===== src/hw/rtl/nlg_pkg.sv =====
`timescale 1ns / 1ps
`default_nettype none
// ----------------------------------------------------------------------------
// nlg_pkg
// Shared types, constants and control records of the lattice gas update block.
// ----------------------------------------------------------------------------
package nlg_pkg;

    localparam int MAX_SIDE    = 64;
    localparam int COORD_W     = $clog2(MAX_SIDE);
    localparam int SIDE_W      = COORD_W + 1;
    localparam int ADDR_W      = 2 * COORD_W;
    localparam int DEPTH       = MAX_SIDE * MAX_SIDE;
    localparam int COUNT_WIDTH = 16;

    localparam int CFG_IDX_W  = 3;
    localparam int CFG_DATA_W = 24;
    localparam int RND_W      = 24;
    localparam int BETA_W     = 16;

    localparam logic [CFG_IDX_W-1:0] CFG_WIDTH  = 3'd0;
    localparam logic [CFG_IDX_W-1:0] CFG_HEIGHT = 3'd1;
    localparam logic [CFG_IDX_W-1:0] CFG_THR1   = 3'd2;
    localparam logic [CFG_IDX_W-1:0] CFG_THR2   = 3'd3;
    localparam logic [CFG_IDX_W-1:0] CFG_THR3   = 3'd4;
    localparam logic [CFG_IDX_W-1:0] CFG_ROT    = 3'd5;
    localparam logic [CFG_IDX_W-1:0] CFG_BETA   = 3'd6;

    localparam logic [1:0] SPIN_PX = 2'd0;
    localparam logic [1:0] SPIN_NX = 2'd1;
    localparam logic [1:0] SPIN_PY = 2'd2;
    localparam logic [1:0] SPIN_NY = 2'd3;

    // exponent handling
    localparam int LN2_Q16      = 45426;
    localparam int U_W          = 22;
    localparam int Q_W          = 36;
    localparam int DIV_DEN_W    = 16;
    localparam int DIV_STEPS    = Q_W;
    localparam int TAYLOR_ORDER = 10;
    localparam logic [Q_W-1:0]   EXP_SAT_Q  = Q_W'(9 * LN2_Q16);
    localparam logic [Q_W-1:0]   EXP_ZERO_Q = Q_W'(47 * LN2_Q16);
    localparam logic [U_W-1:0]   EXP_BIAS   = U_W'(47 * LN2_Q16);
    localparam logic [RND_W-1:0] W_MAX      = 24'hFFFFFF;

    typedef enum logic [1:0] {
        OP_ADD  = 2'd0,
        OP_HOP  = 2'd1,
        OP_FLIP = 2'd2,
        OP_NONE = 2'd3
    } t_op;

    typedef struct packed {
        logic [1:0]         operation;
        logic [COORD_W-1:0] pos_x;
        logic [COORD_W-1:0] pos_y;
        logic [1:0]         spin_code;
        logic [RND_W-1:0]   rand_val;
    } t_in_item;

    typedef struct packed {
        logic [COORD_W-1:0] new_x;
        logic [COORD_W-1:0] new_y;
        logic [1:0]         new_spin;
    } t_out_item;

    typedef struct packed {
        logic [COUNT_WIDTH-1:0] dens;
        logic [COUNT_WIDTH-1:0] horiz;
        logic [COUNT_WIDTH-1:0] vert;
    } t_counts;

    typedef enum logic [4:0] {
        S_CLEAR,
        S_IDLE,
        S_RD1,
        S_MOD1,
        S_RD2,
        S_MOD2,
        S_ADIV,
        S_AWAIT,
        S_RANGE,
        S_KRED,
        S_TINIT,
        S_TMUL,
        S_TDIV,
        S_TWAIT,
        S_FIN,
        S_DECIDE,
        S_DONE
    } t_state;

    typedef struct packed {
        logic clr_step;
        logic load_item;
        logic mem_rd;
        logic mod1;
        logic mod2;
        logic div_start_a;
        logic take_q_a;
        logic range_start;
        logic kred_step;
        logic taylor_init;
        logic tmul;
        logic div_start_t;
        logic take_q_t;
        logic fin;
        logic decide;
        logic out_load;
    } t_cmd;

    typedef struct packed {
        logic clr_last;
        t_op  op;
        logic rho_zero;
        logic div_done;
        logic kred_last;
        logic taylor_last;
        logic out_free;
    } t_stat;

endpackage
`default_nettype wire


===== src/hw/rtl/nlg_ctrl.sv =====
`timescale 1ns / 1ps
`default_nettype none
// ----------------------------------------------------------------------------
// nlg_ctrl
// Sequencer: clearing pass, read-modify-write of counts, flip weight steps.
// ----------------------------------------------------------------------------
module nlg_ctrl (
    input  wire            i_clk,
    input  wire            i_rst_n,
    input  wire            i_in_valid,
    output logic           o_in_stall,
    input  nlg_pkg::t_stat i_stat,
    output nlg_pkg::t_cmd  o_cmd
);

    nlg_pkg::t_state r_state, n_state;

    always_ff @(posedge i_clk) begin
        if (!i_rst_n) begin
            r_state <= nlg_pkg::S_CLEAR;
        end else begin
            r_state <= n_state;
        end
    end

    always_comb begin
        n_state = r_state;
        case (r_state)
            nlg_pkg::S_CLEAR:  if (i_stat.clr_last) n_state = nlg_pkg::S_IDLE;
            nlg_pkg::S_IDLE:   if (i_in_valid) n_state = nlg_pkg::S_RD1;
            nlg_pkg::S_RD1:    n_state = nlg_pkg::S_MOD1;
            nlg_pkg::S_MOD1: begin
                case (i_stat.op)
                    nlg_pkg::OP_HOP:  n_state = nlg_pkg::S_RD2;
                    nlg_pkg::OP_FLIP: n_state = i_stat.rho_zero ? nlg_pkg::S_RANGE
                                                                : nlg_pkg::S_ADIV;
                    default:          n_state = nlg_pkg::S_DONE;
                endcase
            end
            nlg_pkg::S_RD2:    n_state = nlg_pkg::S_MOD2;
            nlg_pkg::S_MOD2:   n_state = nlg_pkg::S_DONE;
            nlg_pkg::S_ADIV:   n_state = nlg_pkg::S_AWAIT;
            nlg_pkg::S_AWAIT:  if (i_stat.div_done) n_state = nlg_pkg::S_RANGE;
            nlg_pkg::S_RANGE:  n_state = nlg_pkg::S_KRED;
            nlg_pkg::S_KRED:   if (i_stat.kred_last) n_state = nlg_pkg::S_TINIT;
            nlg_pkg::S_TINIT:  n_state = nlg_pkg::S_TMUL;
            nlg_pkg::S_TMUL:   n_state = nlg_pkg::S_TDIV;
            nlg_pkg::S_TDIV:   n_state = nlg_pkg::S_TWAIT;
            nlg_pkg::S_TWAIT: begin
                if (i_stat.div_done) begin
                    n_state = i_stat.taylor_last ? nlg_pkg::S_FIN : nlg_pkg::S_TMUL;
                end
            end
            nlg_pkg::S_FIN:    n_state = nlg_pkg::S_DECIDE;
            nlg_pkg::S_DECIDE: n_state = nlg_pkg::S_DONE;
            nlg_pkg::S_DONE:   if (i_stat.out_free) n_state = nlg_pkg::S_IDLE;
            default:           n_state = nlg_pkg::S_CLEAR;
        endcase
    end

    always_comb begin
        o_cmd             = '0;
        o_in_stall        = (r_state != nlg_pkg::S_IDLE);
        case (r_state)
            nlg_pkg::S_CLEAR:  o_cmd.clr_step    = 1'b1;
            nlg_pkg::S_IDLE:   o_cmd.load_item   = i_in_valid;
            nlg_pkg::S_RD1:    o_cmd.mem_rd      = 1'b1;
            nlg_pkg::S_MOD1:   o_cmd.mod1        = 1'b1;
            nlg_pkg::S_RD2:    o_cmd.mem_rd      = 1'b1;
            nlg_pkg::S_MOD2:   o_cmd.mod2        = 1'b1;
            nlg_pkg::S_ADIV:   o_cmd.div_start_a = 1'b1;
            nlg_pkg::S_AWAIT:  o_cmd.take_q_a    = i_stat.div_done;
            nlg_pkg::S_RANGE:  o_cmd.range_start = 1'b1;
            nlg_pkg::S_KRED:   o_cmd.kred_step   = 1'b1;
            nlg_pkg::S_TINIT:  o_cmd.taylor_init = 1'b1;
            nlg_pkg::S_TMUL:   o_cmd.tmul        = 1'b1;
            nlg_pkg::S_TDIV:   o_cmd.div_start_t = 1'b1;
            nlg_pkg::S_TWAIT:  o_cmd.take_q_t    = i_stat.div_done;
            nlg_pkg::S_FIN:    o_cmd.fin         = 1'b1;
            nlg_pkg::S_DECIDE: o_cmd.decide      = 1'b1;
            nlg_pkg::S_DONE:   o_cmd.out_load    = i_stat.out_free;
            default: ;
        endcase
    end

endmodule
`default_nettype wire

===== config.mk =====
export PLATFORM = sky130hd
export DESIGN_NAME = nlg_ctrl
export DESIGN_NICKNAME = d
export VERILOG_FILES = /design/src/hw/rtl/nlg_pkg.sv /design/src/hw/rtl/nlg_ctrl.sv
export SDC_FILE = /design/constraint.sdc
export NUM_CORES = 1
export LEC_CHECK = 0
export BUFFER_PORTS_ARGS = -buffer_cell sky130_fd_sc_hd__buf_2
export CORE_MARGIN = 8
export CORE_UTILIZATION = 25
export DETAILED_ROUTE_END_ITERATION = 7
export PLACE_DENSITY = 0.45
export SYNTH_ARGS = -nofsm -noshare
export SYNTH_HDL_FRONTEND = slang
export SYNTH_SLANG_ARGS = --single-unit

===== constraint.sdc =====
create_clock -name i_clk -period 1.8 [get_ports i_clk]
set_clock_uncertainty 0.2 [all_clocks]
set_input_delay 0.27 -clock i_clk [delete_from_list [all_inputs] [get_ports i_clk]]
set_output_delay 0.27 -clock i_clk [all_outputs]
set_load 0.05 [all_outputs]

**Yosys cells after proc, flatten, opt, wreduce, memory -nomap -nowiden**

Index checks and enable logic that the tools add are counted.

- Flip-flop bits (word level): 5

- Muxes and demuxes: 26
- Reduce and logical (&&, ||, !) cells: 4
- Equality and inequality tests: 25

Operator list:

| kind | count |
|---|---|
| 5-bit case mux with 16 select lines | 1 |
| 5-bit by 4-bit == test with 1-bit output (second input constant) | 8 |
| 5-bit 2-to-1 mux | 6 |
| 5-bit by 3-bit == test with 1-bit output (second input constant) | 4 |
| 1-bit 2-to-1 mux | 16 |
| 2-bit inequality test (second input constant) | 6 |
| 5-bit by 2-bit == test with 1-bit output (second input constant) | 2 |
| 5-bit case mux with 2 select lines | 1 |
| 6-bit AND reduction | 1 |
| 5-bit by 1-bit == test with 1-bit output (second input constant) | 1 |
| 5-bit == test (second input constant) | 1 |
| 5-bit logical NOT | 1 |
| 5-bit by 1-bit inequality test with 1-bit output (second input constant) | 1 |
| 4-bit 2-to-1 mux | 1 |
| 2-bit OR reduction | 2 |
| 3-bit 2-to-1 mux | 1 |
| 2-bit by 1-bit == test with 1-bit output (second input constant) | 1 |
| 2-bit == test (second input constant) | 1 |

**Depth between registers and ports, before layout**

Gate-level depths: netlist of the first run.

- Depth in word-level cells: 3
- Depth in mapped cells: 6
- Depth with buffers taken out: 6

**Worst setup path after synthesis of the first run**

No wires, ideal clock.

- Path kind: flip-flop to output port
- Start: register r_state[4]
- End: output port o_cmd[8] (netlist bit)
- Path slack: -672 ps
- Path buffers: 1
- Arrival: 2002 ps
- Stages on the path, launching flop included: 4
- Required time: 1330 ps
- Cell sequence: dfxtp_1 clkbuf_1 or3_1 nor3_1

RTL lines:

| item | line | source |
|---|---|---|
| from (decl) | nlg_ctrl.sv:16 | `nlg_pkg::t_state r_state, n_state;` |
| from (signal assigned) | nlg_ctrl.sv:20 | `r_state <= nlg_pkg::S_CLEAR;` |
| from (signal assigned) | nlg_ctrl.sv:22 | `r_state <= n_state;` |
| to (decl) | nlg_ctrl.sv:13 | `output nlg_pkg::t_cmd o_cmd` |

==> metrics.log, run 1 <==
[metrics] part of the power in combinational logic: 0.580
[metrics] Synth Net Count: roughly 110
[metrics] mean instance size in the synthesized netlist: about 7 um2
[metrics] number of failing setup endpoints in the final timing report: 8
[metrics] class of the worst hold path: primary input to register
[metrics] most instantiated library cell after synthesis: sky130_fd_sc_hd__nor2_1
[metrics] detailed router's first-iteration violation count: 19
[metrics] ratio of total power to cell area: about 500 mW/mm2
[metrics] Endpoint, Worst Hold: r_state[2]
[metrics] hold path startpoint: i_rst_n
[metrics] sort of element at the end of the critical path: output pin
[metrics] flip-flop count of the largest register, all copies and words added: 5
[metrics] violations in the final reports: negative setup slack
[metrics] Final period util: 1.03
[metrics] placer congestion estimate: 0.797
[metrics] number of vias after detailed routing: roughly 850
[metrics] Cells after DPL: 159
[metrics] maximum fanout count along the critical path: 8
[metrics] cell taking the most area after synthesis: sky130_fd_sc_hd__dfxtp_1
[metrics] endpoints failing hold: 0
[metrics] number of input and output port buffers inserted: 27
[metrics] Post-synth ARST share: 0
[metrics] static leakage: 0.506 nW
[metrics] number of max-slew violations in the final report: 0
[metrics] end of the worst register-to-register path: r_state[0]
[metrics] registers with the highest flip-flop counts: r_state (5)
[metrics] Critical Path Source Type: register
[metrics] final period demand of the worst path: roughly 1.8 ns
[metrics] Worst IR Drop VDD: 0.000426 V
[metrics] number of nets in the finished design: 150
[metrics] internal power: roughly 360 uW
[metrics] worst reg-to-reg setup slack: 0.03 ns
[metrics] worst-case setup margin in the final layout: -0.0497 ns
[metrics] sequential cell fraction of total power: 0.218
[metrics] number of buffers created by CTS: 3
[metrics] top cells by count, synth: sky130_fd_sc_hd__nor2_1, sky130_fd_sc_hd__a21oi_1, sky130_fd_sc_hd__nor3_1
[metrics] unrepaired setup endpoints after global routing: yes
[metrics] worst hold path cell count: 2
[metrics] average wire length per cell after detail routing: ~15 um
[metrics] core box area: between 0.002 and 0.0025 mm2
[metrics] number of vias per cell: between 5 and 6
[metrics] classification of the worst setup path: register to output pin
[metrics] CTS root buf: sky130_fd_sc_hd__clkbuf_4
[metrics] result of the run: complete, but fails checks
[metrics] total net switching power: approximately 270 uW
[metrics] antenna cells: 0
[metrics] CP max stage delay: approximately 0.46 ns
[metrics] start of the worst register-to-register path: r_state[4]
[metrics] Core Util, Final: 0.513
[metrics] switching power as a share of total power: 0.429
[metrics] Peak Freq: around 540 MHz
[metrics] Detail Route Antenna Nets: 0
[metrics] filler-free cell count of the finished design: 166
[metrics] Reg with most FFs: r_state
[metrics] initial antenna violation count: 0
[metrics] total wire length after detailed routing: between 2 and 2.5 mm
[metrics] slew of the pin with the lowest slew margin: around 0.4 ns
[metrics] total routing usage reported by global routing: 0.111
[metrics] number of rows created at floorplan: 18
[metrics] vias in the first global route: 853
[metrics] Die ar.: about 0.0045 mm2
[metrics] CP cell instances: or3_4 -> nor3_4 -> buf_6
[metrics] area of the mapped netlist: approximately 650 um2
[metrics] pin count of the biggest net entering global routing: 12
[metrics] wire length of the first global-routing pass: between 3 and 4 mm
[metrics] count of cells along the worst register-to-register path: 4
[metrics] Starting Density: 0.263
[metrics] fraction of synthesized cell area taken by the top area cell type: 0.154
[metrics] I/O pin cnt: 28
[metrics] die span in x: 67.1 um
[metrics] flip-flop and latch area: ~120 um2
[metrics] count of maximum capacitance violations: 0
[metrics] DRC Markers: 0
[metrics] share of power burned in the clock network: 0.202
[metrics] launching element of the worst setup path: r_state[0]
[metrics] data arrival time of the critical path: approximately 1.4 ns
[metrics] H-tree level count: 1
[metrics] share of cells above drive strength 1: 0.610
[metrics] die height: between 60 and 70 um
[metrics] Area growth, synth to finish: 94.8%
[metrics] Seq/Total Area, Yosys: 0.154
[metrics] Synthesis Warnings: 0
[metrics] CP max stage cell: sky130_fd_sc_hd__or3_4
[metrics] headroom to the max-slew limit: 0.737
[metrics] power after layout: 638 uW
[metrics] Req. time, crit path: approximately 1.3 ns
[metrics] largest cells by area after synthesis: sky130_fd_sc_hd__dfxtp_1, sky130_fd_sc_hd__a21oi_1, sky130_fd_sc_hd__nor2_1, sky130_fd_sc_hd__nor3_1, sky130_fd_sc_hd__nor2b_1
[metrics] aggregate global routing overflow: 0
[metrics] number of distinct library cells after synthesis: 36
[metrics] post-synthesis cell count: between 90 and 100
[metrics] number of buffers on the longest clock path: 2
[metrics] post-route cell area: 0.00127 mm2
[metrics] leading register cell type out of synthesis: sky130_fd_sc_hd__dfxtp_1
[metrics] DR pass1 iterations: 4
[metrics] half-perimeter wire length of the detailed placement result: 1.93 mm
[metrics] Final TNS setup: -0.242 ns
[metrics] Seq cells post-synth: 5
[metrics] area of combinational cells with multiple inputs: between 600 and 700 um2
[metrics] clock-pin transition on the worst setup and hold timing paths: 0.04 ns
[metrics] CTS tree: built
[metrics] number of sinks handled by clock tree synthesis: 5
[metrics] worst-skew pair later-pin latency: 0.24 ns
[metrics] number of flops mapped to enable cells by yosys: 0
[metrics] DP Area: 0.00103 mm2
[metrics] number of inserted filler cells in the final layout: 237
[layer usage]
| metal | GRT usage | up-vias | routed length (um) |
|---|---|---|---|
| li1 | - | 427 | - |
| met1 | 0.134 | 402 | 982 |
| met2 | 0.180 | 22 | 1250 |
| met3 | 0.0386 | 3 | 169 |
| met4 | 0.0313 | 0 | 25 |
| met5 | 0 | - | 0 |
[stage by stage]
stage / setup WS, ns / hold slack (ns)
after floorplan: -0.0974 / 0.198
after global placement: 0.00623 / 0.313
after detailed placement: 0.0176 / 0.340
after CTS: -0.0651 / 0.0724
after global routing: -0.101 / 0.0834
final: -0.0497 / 0.0814
[worst max-delay path, delay by kind of cell, from the launching register on]
kind	cells	cell delay, ns
simple gates	2	0.60
flops	1	0.36
buf+inv	1	0.18
[what timing repair did]
item | CTS | global route
cloned | 0 | 0
pin swaps | 8 | 9
endpoints found under the setup margin | 18 | 20
buffers inserted | 0 | 3
hold buffers | 0 | 0
gates resized for setup | 36 | 21
[power by group through the flow]
stage	Clock [mW]	Sequential, mW	Combinational [mW]
after floorplan	0	0.131	0.239
after global placement	0	0.142	0.314
after detailed placement	0	0.140	0.314
after CTS	0.134	0.140	0.330
after global routing	0.137	0.141	0.396
final	0.129	0.139	0.370
[layout make-up]
cell class / count / area share
clock buffer: 4 / 0.0207
inverter: 6 / 0.0177
multi-input combinational: 76 / 0.543
sequential: 5 / 0.0916
tap: 30 / 0.0296
timing repair buffer: 45 / 0.298
[worst max path at each step]
| stage | end | slack (ns) |
|---|---|---|
| global placement | r_state[1] | 0.006 |
| global route | o_cmd[8] | -0.10 |
| floorplan | o_cmd[8] | -0.1 |
| finish | o_cmd[8] | -0.05 |
| CTS | o_cmd[8] | -0.07 |
| detailed placement | r_state[1] | 0.02 |
[cell usage in the layout (no fill, tap or decap), types with 2 or more instances in the layout]
| master | n |
|---|---|
| sky130_fd_sc_hd__o22a_1 | 3 |
| sky130_fd_sc_hd__nor2_4 | 8 |
| sky130_fd_sc_hd__or4_1 | 2 |
| sky130_fd_sc_hd__nor2b_1 | 5 |
| sky130_fd_sc_hd__inv_1 | 5 |
| sky130_fd_sc_hd__nand2b_1 | 2 |
| sky130_fd_sc_hd__nor3b_1 | 2 |
| sky130_fd_sc_hd__nand4b_1 | 2 |
| sky130_fd_sc_hd__o31ai_1 | 2 |
| sky130_fd_sc_hd__buf_4 | 19 |
| sky130_fd_sc_hd__nor3_1 | 3 |
| sky130_fd_sc_hd__ha_1 | 2 |
| sky130_fd_sc_hd__nand3_1 | 2 |
| sky130_fd_sc_hd__buf_8 | 3 |
| sky130_fd_sc_hd__a21oi_1 | 8 |
| sky130_fd_sc_hd__buf_2 | 11 |
| sky130_fd_sc_hd__nand2b_2 | 2 |
| sky130_fd_sc_hd__clkbuf_4 | 3 |
| sky130_fd_sc_hd__nor3_4 | 5 |
| sky130_fd_sc_hd__nor2_2 | 2 |
| sky130_fd_sc_hd__dfxtp_4 | 4 |
| sky130_fd_sc_hd__or3_4 | 2 |
| sky130_fd_sc_hd__buf_6 | 12 |
[cell families (layout without fill, tap and decap cells)]
logic type,Yosys count,count (layout),share of synthesized area
adder cells (fa/ha/maj),2,2,0.0384
AO/OA/AOI/OAI,23,23,0.253
AND/OR/NAND/NOR,48,48,0.424
buffers and inverters,13,55,0.0864
XOR/XNOR,2,2,0.0269
multiplexers,1,1,0.0173
flip-flops,5,5,0.154
Power figures use the tool's default switching activity.
==> run 2: changes to the inputs <==
BUFFER_PORTS_ARGS = -buffer_cell sky130_fd_sc_hd__buf_4   (was -buffer_cell sky130_fd_sc_hd__buf_2)
CTS_CLUSTER_DIAMETER = 50   (was default)
CTS_CLUSTER_SIZE = 30   (was default)
==> metrics.log, run 2 (synthesized netlist as in run 1, its figures left out) <==
[metrics] Critical Path Source Type: register (unchanged)
[metrics] headroom to the max-slew limit: 0.797 (was 0.737)
[metrics] total routing usage reported by global routing: 0.124 (was 0.111)
[metrics] half-perimeter wire length of the detailed placement result: 1.94 mm (was 1.93 mm)
[metrics] DR pass1 iterations: 4 (unchanged)
[metrics] ratio of total power to cell area: 497 mW/mm2 (was 502 mW/mm2)
[metrics] pin count of the biggest net entering global routing: 11 (was 12)
[metrics] internal power: 406 uW (was 364 uW)
[metrics] CP max stage cell: sky130_fd_sc_hd__or3_4 (unchanged)
[metrics] worst-case setup margin in the final layout: -0.0520 ns (was -0.0497 ns)
[metrics] number of vias after detailed routing: 869 (was 854)
[metrics] DRC Markers: 0 (unchanged)
[metrics] share of cells above drive strength 1: 0.628 (was 0.610)
[metrics] sequential cell fraction of total power: 0.194 (was 0.218)
[metrics] worst-skew pair later-pin latency: 0.24 ns (about the same)
[metrics] Final TNS setup: -0.184 ns (was -0.242 ns)
[metrics] CTS tree: built (unchanged)
[metrics] unrepaired setup endpoints after global routing: yes (unchanged)
[metrics] average wire length per cell after detail routing: 15.4 um (was 14.6 um)
[metrics] slew of the pin with the lowest slew margin: 0.301 ns (was 0.391 ns)
[metrics] detailed router's first-iteration violation count: 23 (was 19)
[metrics] data arrival time of the critical path: 1.38 ns (about the same)
[metrics] classification of the worst setup path: register to output pin (unchanged)
[metrics] Detail Route Antenna Nets: 0 (unchanged)
[metrics] number of vias per cell: 4.97 (was 5.14)
[metrics] placer congestion estimate: 0.745 (was 0.797)
[metrics] die span in x: 67.1 um (unchanged)
[metrics] endpoints failing hold: 0 (unchanged)
[metrics] top library cells by usage in the layout, fill and taps aside: sky130_fd_sc_hd__buf_4, sky130_fd_sc_hd__buf_6, sky130_fd_sc_hd__nor2_4, sky130_fd_sc_hd__a21oi_1 (was sky130_fd_sc_hd__buf_4, sky130_fd_sc_hd__buf_6, sky130_fd_sc_hd__buf_2, sky130_fd_sc_hd__nor2_4, sky130_fd_sc_hd__a21oi_1)
[metrics] vias in the first global route: 853 (unchanged)
[metrics] Req. time, crit path: 1.33 ns (about the same)
[metrics] Die ar.: 0.00450 mm2 (unchanged)
[metrics] number of sinks handled by clock tree synthesis: 5 (unchanged)
[metrics] Worst IR Drop VDD: 0.000438 V (was 0.000426 V)
[metrics] sort of element at the end of the critical path: output pin (unchanged)
[metrics] Peak Freq: 540 MHz (was 541 MHz)
[metrics] clock-pin transition on the worst setup and hold timing paths: 0.04 ns (about the same)
[metrics] Area growth, synth to finish: 114% (was 94.8%)
[metrics] hold_ws: 0.0676 ns (was 0.0814 ns)
[metrics] CP max stage delay: 0.45 ns (was 0.46 ns)
[metrics] antenna cells: 0 (unchanged)
[metrics] result of the run: complete, but fails checks (unchanged)
[metrics] number of rows created at floorplan: 18 (unchanged)
[metrics] core box area: 0.00248 mm2 (unchanged)
[metrics] maximum fanout count along the critical path: 6 (was 8)
[metrics] initial antenna violation count: 0 (unchanged)
[metrics] count of maximum capacitance violations: 0 (unchanged)
[metrics] final period demand of the worst path: 1.85 ns (about the same)
[metrics] Starting Density: 0.263 (unchanged)
[metrics] H-tree level count: 1 (unchanged)
[metrics] I/O pin cnt: 28 (unchanged)
[metrics] number of max-slew violations in the final report: 0 (unchanged)
[metrics] static leakage: 0.584 nW (was 0.506 nW)
[metrics] die height: 67.1 um (unchanged)
[metrics] share of power burned in the clock network: 0.184 (was 0.202)
[metrics] wire length of the first global-routing pass: 4.35 mm (was 3.91 mm)
[metrics] part of the power in combinational logic: 0.623 (was 0.580)
[metrics] CP cell instances: or3_4 -> nor3_4 -> buf_6 (unchanged)
[metrics] number of nets in the finished design: 159 (was 150)
[metrics] Reg with most FFs: r_state (unchanged)
[metrics] Final period util: 1.03 (about the same)
[metrics] class of the worst hold path: primary input to register (unchanged)
[metrics] total wire length after detailed routing: 2.70 mm (was 2.43 mm)
[metrics] CTS root buf: sky130_fd_sc_hd__clkbuf_4 (unchanged)
[metrics] violations in the final reports: negative setup slack (unchanged)
[metrics] total net switching power: 288 uW (was 274 uW)
[metrics] registers with the highest flip-flop counts: r_state (5) (unchanged)
[metrics] number of failing setup endpoints in the final timing report: 7 (was 8)
[metrics] aggregate global routing overflow: 0 (unchanged)
[metrics] number of input and output port buffers inserted: 27 (unchanged)
[metrics] number of buffers on the longest clock path: 2 (unchanged)
[metrics] switching power as a share of total power: 0.415 (was 0.429)
[metrics] flip-flop count of the largest register, all copies and words added: 5 (unchanged)
[metrics] number of buffers created by CTS: 3 (unchanged)
[metrics] most frequent standard cell in the layout excluding fill and tap cells: sky130_fd_sc_hd__buf_4 (unchanged)
[run 2: changes by cell type in the layout (fill, tap and decap cells not counted), moves of 2 or more]
| cell | before | now |
|---|---|---|
| sky130_fd_sc_hd__buf_4 | 19 | 32 |
| sky130_fd_sc_hd__buf_2 | 11 | 0 |
| sky130_fd_sc_hd__buf_6 | 12 | 18 |
| sky130_fd_sc_hd__nand2b_2 | 2 | 0 |
| sky130_fd_sc_hd__nand2b_4 | 1 | 3 |
[run 2: critical path: cells and delay by family, from the launching register on]
| kind | cells | cell delay (ns) |
|---|---|---|
| AND/OR/NAND/NOR | 2 | 0.60 |
| flip-flops | 1 | 0.35 |
| buffers and inverters | 1 | 0.18 |
[run 2: layout make-up]
type / instances / area, um2
clock buffers: 4 / 26.3
repair buffers: 54 / 503
inverters: 6 / 22.5
fillers: 239 / 1080
multi-input cells: 76 / 691
flip-flops and latches: 5 / 116
well taps: 30 / 37.5
[run 2: what timing repair did]
action | 4_1_cts | 5_1_grt
pin swaps | 13 | 7
setup endpoints to repair | 16 | 18
setup buffers | 9 | 1
resized for setup | 32 | 18
hold buffers | 0 | 0
[run 2: layer usage]
| layer | vias to the layer above | wire (um) | track usage | part of all wire |
|---|---|---|---|---|
| li1 | 449 | - | - | - |
| met1 | 411 | 1140 | 0.162 | 0.42 |
| met2 | 7 | 1500 | 0.207 | 0.56 |
| met3 | 2 | 49 | 0.0117 | 0.018 |
| met4 | 0 | 4 | 0.0392 | 0.0015 |
| met5 | - | 0 | 0 | 0 |
[run 2: power by group through the flow]
stage	combinational, mW	sequential (mW)	clock [mW]
global placement	0.331	0.143	0
global route	0.462	0.137	0.137
finish	0.433	0.134	0.127
detailed placement	0.330	0.142	0
CTS	0.404	0.134	0.133
floorplan	0.239	0.131	0
[run 2: metrics by stage]
stage	cells	worst slack [ns]	total power, mW	utilization	cell area [um2]
5_1_grt	175	-0.104	0.735	0.564	1400
3_5_place_dp	161	0.0630	0.472	0.447	1110
3_3_place_gp	161	0.0678	0.474	0.447	1110
6_report	175	-0.0520	0.695	0.564	1400
2_1_floorplan	94	-0.0974	0.370	-	800
4_1_cts	174	-0.0446	0.671	0.529	1310
[run 2: path summary, 6_finish.rpt]
check,start,end,slack [ns],cells after the start
worst min-delay path,i_rst_n,r_state[2],0.07,2
worst max register to register,r_state[3],r_state[0],0.07,5
worst min register to register,r_state[1],r_state[3],0.52,3
worst max-delay path,r_state[4],o_cmd[8],-0.05,3
==> run 3: changes to the inputs <==
CORE_UTILIZATION = 40   (was 25)
PLACE_DENSITY = 0.67   (was 0.45)
==> metrics.log, run 3 (synthesized netlist as in run 1, its figures left out) <==
[metrics] flip-flop count of the largest register, all copies and words added: 5 (unchanged)
[metrics] vias in the first global route: 845 (was 853)
[metrics] Final TNS setup: -0.432 ns (was -0.184 ns)
[metrics] post-route cell area: 0.00131 mm2 (was 0.00140 mm2)
[metrics] Starting Density: 0.428 (was 0.263)
[metrics] sort of element at the end of the critical path: output pin (unchanged)
[metrics] area of combinational cells with multiple inputs: 706 um2 (was 691 um2)
[metrics] H-tree level count: 1 (unchanged)
[metrics] initial antenna violation count: 0 (unchanged)
[metrics] most frequent standard cell in the layout excluding fill and tap cells: sky130_fd_sc_hd__buf_4 (unchanged)
[metrics] unrepaired setup endpoints after global routing: yes (unchanged)
[metrics] classification of the worst setup path: register to output pin (unchanged)
[metrics] number of vias after detailed routing: 886 (was 869)
[metrics] count of maximum capacitance violations: 0 (unchanged)
[metrics] number of inserted filler cells in the final layout: 81 (was 239)
[metrics] Worst IR Drop VDD: 0.000625 V (was 0.000438 V)
[metrics] number of buffers on the longest clock path: 2 (unchanged)
[metrics] CP max stage delay: 0.45 ns (about the same)
[metrics] violations in the final reports: negative setup slack (unchanged)
[metrics] count of buffering cells on the critical path with inverters included: 2 (was 1)
[metrics] detailed router's first-iteration violation count: 51 (was 23)
[metrics] flip-flop and latch area: 110 um2 (was 116 um2)
[metrics] number of failing setup endpoints in the final timing report: 12 (was 7)
[metrics] Critical Path Source Type: register (unchanged)
[metrics] Die ar.: 0.00318 mm2 (was 0.00450 mm2)
[metrics] wire length of the first global-routing pass: 3.82 mm (was 4.35 mm)
[metrics] DR pass1 iterations: 4 (unchanged)
[metrics] Top Layer Used: met4 (unchanged)
[metrics] filler-free cell count of the finished design: 150 (was 175)
[metrics] worst-case setup margin in the final layout: -0.0885 ns (was -0.0520 ns)
[metrics] antenna cells: 0 (unchanged)
[metrics] DRC Markers: 0 (unchanged)
[metrics] crit-path leading delay family: simple AND/OR/NAND/NOR gates (unchanged)
[metrics] static leakage: 0.528 nW (was 0.584 nW)
[metrics] number of input and output port buffers inserted: 27 (unchanged)
[metrics] final period demand of the worst path: 1.89 ns (was 1.85 ns)
[metrics] Cells after DPL: 137 (was 161)
[metrics] slew of the pin with the lowest slew margin: 0.370 ns (was 0.301 ns)
[metrics] met3 WL post-DR: 141 um (was 49 um)
[metrics] total routing usage reported by global routing: 0.142 (was 0.124)
[metrics] length of routed wiring on met1: 1.06 mm (was 1.14 mm)
[metrics] number of max-slew violations in the final report: 0 (unchanged)
[metrics] average wire length per cell after detail routing: 17.8 um (was 15.4 um)
[metrics] number of buffers added to fix hold violations after cts: 0 (unchanged)
[metrics] endpoints failing hold: 0 (unchanged)
[metrics] maximum fanout count along the critical path: 4 (was 6)
[metrics] die height: 56.4 um (was 67.1 um)
[metrics] Detail Route Antenna Nets: 0 (unchanged)
[metrics] ratio of total power to cell area: 517 mW/mm2 (was 497 mW/mm2)
[metrics] half-perimeter wire length of the detailed placement result: 1.72 mm (was 1.94 mm)
[metrics] headroom to the max-slew limit: 0.751 (was 0.797)
[metrics] number of sinks handled by clock tree synthesis: 5 (unchanged)
[metrics] total wire length after detailed routing: 2.67 mm (was 2.70 mm)
[metrics] core box area: 0.00152 mm2 (was 0.00248 mm2)
[metrics] placer congestion estimate: 0.863 (was 0.745)
[metrics] I/O pin cnt: 28 (unchanged)
[metrics] CP max stage cell: sky130_fd_sc_hd__or3_4 (unchanged)
[metrics] aggregate global routing overflow: 0 (unchanged)
[metrics] hold_ws: 0.0964 ns (was 0.0676 ns)
[metrics] Req. time, crit path: 1.33 ns (about the same)
[metrics] clock-pin transition on the worst setup and hold timing paths: 0.05 ns (was 0.04 ns)
[metrics] die span in x: 56.4 um (was 67.1 um)
[metrics] DR WL met2: 1.45 mm (was 1.50 mm)
[metrics] Peak Freq: 530 MHz (was 540 MHz)
[metrics] DP Area: 0.00103 mm2 (was 0.00111 mm2)
[metrics] pin count of the biggest net entering global routing: 15 (was 11)
[metrics] number of vias per cell: 5.91 (was 4.97)
[metrics] data arrival time of the critical path: 1.42 ns (was 1.38 ns)
[metrics] CP cell instances: inv_2 -> or3_4 -> nor3_4 -> buf_6 (was or3_4 -> nor3_4 -> buf_6)
[metrics] number of rows created at floorplan: 14 (was 18)
[metrics] Core Util, Final: 0.857 (was 0.564)
[metrics] Area growth, synth to finish: 100% (was 114%)
[metrics] Reg with most FFs: r_state (unchanged)
[metrics] setup slack after placement: 0.0654 ns (was 0.0630 ns)
[metrics] class of the worst hold path: primary input to register (unchanged)
[metrics] power after layout: 676 uW (was 695 uW)
[metrics] result of the run: complete, but fails checks (unchanged)
[metrics] number of buffers created by CTS: 3 (unchanged)
[metrics] worst-skew pair later-pin latency: 0.24 ns (about the same)
[metrics] CTS root buf: sky130_fd_sc_hd__clkbuf_4 (unchanged)
[metrics] registers with the highest flip-flop counts: r_state (5) (unchanged)
[metrics] top library cells by usage in the layout, fill and taps aside: sky130_fd_sc_hd__buf_4, sky130_fd_sc_hd__buf_6, sky130_fd_sc_hd__nor2_4, sky130_fd_sc_hd__a21oi_1 (unchanged)
[metrics] share of cells above drive strength 1: 0.619 (was 0.628)
[metrics] CTS tree: built (unchanged)
[metrics] number of nets in the finished design: 148 (was 159)
[metrics] Final period util: 1.05 (was 1.03)
run 3: repair_timing:
action                     CTS  global route
pin swaps                    8            12
setup buffers                4             5
setup endpoints to repair   16            17
resized for setup           33            15
run 3: power breakdown:
part | total, mW | leakage [nW] | switching [mW] | internal (mW)
combinational | 0.407 | 0.470 | 0.223 | 0.184
sequential | 0.138 | 0.0431 | 0.0177 | 0.120
clock | 0.131 | 0.0150 | 0.0469 | 0.0838
run 3: path summary, 6_finish.rpt:
kind              start    endpoint  slack, ns  cells past startpoint
max          r_state[3]    o_cmd[8]      -0.09                      4
min             i_rst_n  r_state[2]        0.1                      2
max reg2reg  r_state[1]  r_state[1]       0.03                      5
min reg2reg  r_state[0]  r_state[4]       0.47                      3
run 3: area by class of cell:
class | count | area share
repair buffers | 43 | 0.323
multi-input cells | 76 | 0.540
inverters | 6 | 0.0172
clock buffers | 4 | 0.0201
flip-flops and latches | 5 | 0.0843
well taps | 16 | 0.0153
run 3: metal layers:
layer / vias up / GRT usage
li1: 428 / -
met1: 423 / 0.167
met2: 33 / 0.244
met3: 2 / 0.0247
met4: 0 / 0.0584
met5: - / 0
run 3: worst reg2reg max path, cell delays in order, from the launching register on:
cell                        delay [ns]
sky130_fd_sc_hd__dfxtp_1          0.34
sky130_fd_sc_hd__buf_4            0.19
sky130_fd_sc_hd__xnor2_1          0.26
sky130_fd_sc_hd__o32a_1           0.26
sky130_fd_sc_hd__o2111ai_1        0.19
sky130_fd_sc_hd__o31ai_2          0.24
